===== config.mk =====
export PLATFORM = sky130hd
export DESIGN_NAME = ppab_blend
export DESIGN_NICKNAME = d
export VERILOG_FILES = /design/src/hw/rtl/ppab_pkg.sv /design/src/hw/rtl/ppab_blend.sv
export SDC_FILE = /design/constraint.sdc
export NUM_CORES = 1
export LEC_CHECK = 0
export ABC_CLOCK_PERIOD_IN_PS = 7950
export BUFFER_PORTS_ARGS = -buffer_cell sky130_fd_sc_hd__buf_4
export CELL_PAD_IN_SITES_DETAIL_PLACEMENT = 1
export CELL_PAD_IN_SITES_GLOBAL_PLACEMENT = 2
export CORE_AREA = 2 2 209 211
export CTS_CLUSTER_SIZE = 10
export DETAILED_ROUTE_END_ITERATION = 8
export DIE_AREA = 0 0 211 213
export GPL_ROUTABILITY_DRIVEN = 0
export PLACE_DENSITY_LB_ADDON = 0.08
export SLEW_MARGIN = 20
export SYNTH_ARGS = -nofsm -noshare
export SYNTH_HDL_FRONTEND = slang
export SYNTH_SLANG_ARGS = --single-unit

===== constraint.sdc =====
create_clock -name aclk -period 7.95 [get_ports aclk]
set_input_delay 1.59 -clock aclk [delete_from_list [all_inputs] [get_ports aclk]]
set_output_delay 1.59 -clock aclk [all_outputs]
set_load 0.02 [all_outputs]

===== src/hw/rtl/ppab_pkg.sv =====
`timescale 1ns / 1ps
// ----------------------------------------------------------------------------
// ppab_pkg: shared types and codes of the point plotter
// Pixel layout, request codes, status codes and register indexes.
// ----------------------------------------------------------------------------
package ppab_pkg;

    // One stored pixel, red in the top byte.
    typedef struct packed {
        logic [7:0] red;
        logic [7:0] green;
        logic [7:0] blue;
    } rgb_t;

    localparam int PIXEL_W = 24;

    // Request codes carried on s_tuser. Both codes with the high bit set clear.
    localparam logic [1:0] REQ_DRAW      = 2'd0;
    localparam logic [1:0] REQ_READ      = 2'd1;
    localparam logic [1:0] REQ_CLEAR     = 2'd2;
    localparam logic [1:0] REQ_CLEAR_ALT = 2'd3;

    // Status codes carried on m_tuser.
    localparam logic [1:0] ST_DRAWN   = 2'd0;
    localparam logic [1:0] ST_CLIPPED = 2'd1;
    localparam logic [1:0] ST_READ    = 2'd2;
    localparam logic [1:0] ST_CLEARED = 2'd3;

    // Configuration register indexes.
    localparam logic REG_CANVAS_WIDTH  = 1'b0;
    localparam logic REG_CANVAS_HEIGHT = 1'b1;

    localparam int CFG_W = 9;
    localparam logic [CFG_W-1:0] CANVAS_RESET = 9'd256;

endpackage


===== src/hw/rtl/ppab_blend.sv =====
`timescale 1ns / 1ps
// ----------------------------------------------------------------------------
// ppab_blend: per-channel alpha blend
// Registers the weighted source and destination products, then adds the
// rounding term and divides by 255 with a shift-and-add correction.
// ----------------------------------------------------------------------------
module ppab_blend (
    input  logic                aclk,
    input  logic                load,
    input  ppab_pkg::rgb_t      src,
    input  ppab_pkg::rgb_t      dst,
    input  logic [7:0]          alpha,
    output ppab_pkg::rgb_t      mixed
);

    import ppab_pkg::*;

    logic [2:0][15:0] s_prod_reg, s_prod_next;
    logic [2:0][15:0] d_prod_reg, d_prod_next;
    logic [2:0][7:0]  src_ch, dst_ch, mix_ch;
    logic [7:0]       inv_alpha;

    // Exact n / 255 for every n below 65280.
    function automatic logic [7:0] div255(input logic [15:0] n);
        logic [16:0] s;
        s = {1'b0, n} + 17'(n[15:8]) + 17'd1;
        return s[15:8];
    endfunction

    assign src_ch    = src;
    assign dst_ch    = dst;
    assign inv_alpha = 8'd255 - alpha;

    always_comb begin
        for (int i = 0; i < 3; i++) begin
            s_prod_next[i] = 16'(inv_alpha) * 16'(src_ch[i]);
            d_prod_next[i] = 16'(alpha) * 16'(dst_ch[i]);
        end
    end

    always_ff @(posedge aclk) begin
        if (load) begin
            s_prod_reg <= s_prod_next;
            d_prod_reg <= d_prod_next;
        end
    end

    always_comb begin
        for (int i = 0; i < 3; i++) begin
            mix_ch[i] = div255(s_prod_reg[i] + d_prod_reg[i] + 16'd127);
        end
    end

    assign mixed = mix_ch;

endmodule


# After elaboration in Yosys (flattened, before gate mapping)
# Cells that the tools add are included.
# word_totals
wordCells	25
ff_bits	96
in_bits	58
output_inout_bits	24
# op_classes
multipliers	6
addsub	13
# ops
operator	n
8-bit by 8-bit multiplier with 16-bit output	6
16-bit by 1-bit adder with 16-bit output (second input constant)	3
16-bit adder	3
16-bit by 7-bit adder with 16-bit output (second input constant)	3
16-bit by 8-bit adder with 16-bit output	3
8-bit subtractor (first input constant)	1

# Logic depth before layout (Yosys ltp)
# depth
word_depth	4
depth_mapped	21
mapped_depth_nobuf	21

# Least setup slack after synthesis
# No wires, ideal clock.
# synth_path
kind	reg2out
from	register s_prod_reg[1] in the netlist's numbering
to	output mixed[7] in the netlist's numbering
stages_incl_launch_ff	22
path_buffers	0
t_arrival_ps	4348
required_time_ps	6360
slack_ps	2012
path_cell_list	edfxtp_1 > inv_1 > ha_1 > inv_1 > ha_1 > inv_1 > fa_1 > nand2b_1 > a21o_1 > a211oi_1 > o21a_1 > o211ai_1 > nand2_1 > nor2_1 > ha_1 > o2111ai_1 > a211oi_1 > a221oi_1 > a211o_1 > nand4b_1 > nor4b_4 > xor3_1
# synth_rtl
item	line	text
start: declaration	ppab_blend.sv:18	logic [2:0][15:0] s_prod_reg, s_prod_next;
start signal: assignment	ppab_blend.sv:43	s_prod_reg <= s_prod_next;
end: declaration	ppab_blend.sv:13	output ppab_pkg::rgb_t mixed

==> results_dict.tcl <==
set metrics [dict create \
    status "finished clean" \
    die_x_um 211 \
    final_common_cell "inv_1" \
    die_h_um 213 \
    vias_per_cell 5.15 \
    ys_seq_elements 96 \
    num-nets-final 2706 \
    drt-total-wl_um 44900 \
    port_buffers 81 \
    synth_edf_count 96 \
    crit_family "compound AO/OA/AOI/OAI gates" \
    post-place-ws_ns 1.44 \
    rows 76 \
    slew_viol_final 0 \
    slowest_delay_ns 0.45 \
    dp_hpwl_um 35400 \
    syn_area_per_cell_sq_um 9.28 \
    grt_max_degree 65 \
    fin_crit_ns 6.95 \
    fmax_mhz 144 \
    cts_buffers 9 \
    critical-path-slowest-cell "fa_1" \
    final_cell_mix "inv_1, ha_1, fa_1" \
    antenna_left 0 \
    netlist_area_sq_um 19000 \
    crit_required_ns 6.36 \
    min_period_over_period_pct 87.4 \
    crit_fanout 4 \
    worstSetupStartpointType "flip-flop" \
    cts.clk_slew.worst_paths_ns 0.07 \
    drc 0 \
    gr-total-overflow 0 \
    core_area_sq_um 42700 \
    critPathCaptureType "primary output" \
    htreeDepth 3 \
    grt_pass1_wl_um 76600 \
    yosysUniqueCellTypes 62 \
    rsz0062_at_grt "no" \
    seq_area_frac_synth_pct 15.1 \
    hold_path.class "in2reg" \
    first_global_vias 15200 \
    wl_per_cell_um 16.9 \
    hold_violations 0 \
    cts_hold_buf 0 \
    cts_post_setup_buffers_inserted 0 \
    tightest_slew_ns 0.954 \
    cts_max_path_buffers 2 \
    cts_root_buffer "clkbuf_16" \
    synthesis.nets 2653 \
    pin_count 82 \
    slew-limit-headroom_pct 36.4 \
    maxCapViolations 0 \
    drt_iter0_drc 376 \
    ys.flop_type "edfxtp_1" \
    drive_gt1_share_pct 5.12 \
    worstPathArrival_ns 5.36 \
    synth_warnings 0 \
    postLayoutCoreUtil_pct 48.0 \
    antenna_found_initial 4 \
    firstDrtPassIters 5 \
    grt_use_total_pct 21.4 \
    finalSetupTns_ns 0 \
    die-area_sq_um 44900 \
    fin_ws_ns 0.998 \
    setup_viol 0 \
    worst-setup-path-type "reg2out" \
    vias 13700 \
    clock_sinks 96 \
    async_reset_ff_share_pct 0 \
    finalHoldWorstSlack_ns 1.58 \
    crit_buf_inv 4 \
    ctsResizeCount 0 \
    start_util_pct 44.6 \
    synth_cells 2052 \
    cp_cell_sequence "inv_1 -> ha_1 -> inv_1 -> ha_1 -> inv_1 -> fa_1 -> nand2b_1 -> a21o_1 -> a211oi_1 -> o21a_1 -> o211ai_1 -> nand2_1 -> nor2_1 -> ha_1 -> o2111ai_1 -> a211oi_1 -> a221oi_1 -> a211o_1 -> nand4b_1 -> nor4b_4 -> xor3_1 -> buf_4" \
    area_growth_pct 7.63 \
    cts_tree "built" \
]
-- cells in the mapped netlist (5+ instances only) --
cell      instances  share of area [%]
or2_2             7               0.23
o21ai_0          37               0.97
a21o_1           20               0.79
xor2_1           35                1.6
a211oi_1          8               0.32
a21oi_1          60                1.6
edfxtp_1         96                 15
nor2_1           71                1.4
fa_1            219                 23
o21a_1           12               0.47
nand2_1          87                1.7
nand3_1          21               0.55
a21boi_0          9               0.35
nor2b_1         176                5.8
clkbuf_1         40               0.79
xnor2_1          86                4.0
inv_1           401                7.9
a31oi_1          10               0.33
nor3_1           29               0.76
or3_1            10               0.33
a41oi_1           5               0.23
o21ai_1           8               0.21
and3_1            8               0.26
and2_1          156                5.1
nand2b_1         49                1.6
o211ai_1          8               0.32
ha_1            324                 21
-- kinds of logic (layout without fill, tap and decap cells) --
logic type      Yosys count  after routing  share of synthesized area [%]
simple gates            632            632                           18.7
compound gates          217            217                           7.45
other cells               0              4                              0
flops                    96             96                           15.1
xor+xnor                122            122                           5.69
mux                       1              1                         0.0525
buf+inv                 441            499                           8.69
fa+ha+maj               543            543                           44.3
-- layer usage --
layer	global-route usage (%)	share of wire, %	vias up
met1	28.5	48	6878
li1	-	-	6697
met4	5.00	1.3	2
met3	2.50	2.4	30
met2	37.1	49	105
met5	0	0.029	-
-- final cells by class --
class | count | area [sq um]
clock buffer | 9 | 225
tap | 546 | 683
clock inverter | 7 | 68.8
timing repair buffer | 82 | 616
antenna | 4 | 10.0
sequential | 96 | 2880
multi-input combinational | 1515 | 14500
inverter | 401 | 1510
fill | 4909 | 22200
-- final timing paths --
check	start	to	slack (ns)	cells after the start
setup / recovery	s_prod_reg[1]$_DFFE_PP_	mixed[7]	1.0	22
hold / removal	dst[0]	d_prod_reg[0]$_DFFE_PP_	1.58	2
-- metrics by stage --
step,cells,area (sq um)
6_report,2660,20500
2_1_floorplan,2052,19000
4_1_cts,2656,20500
5_1_grt,2657,20500
3_3_place_gp,2640,20200
3_5_place_dp,2640,20200
Power is not shown: default switching activity piles up to over one toggle a cycle in this logic, so the estimate is an artifact.
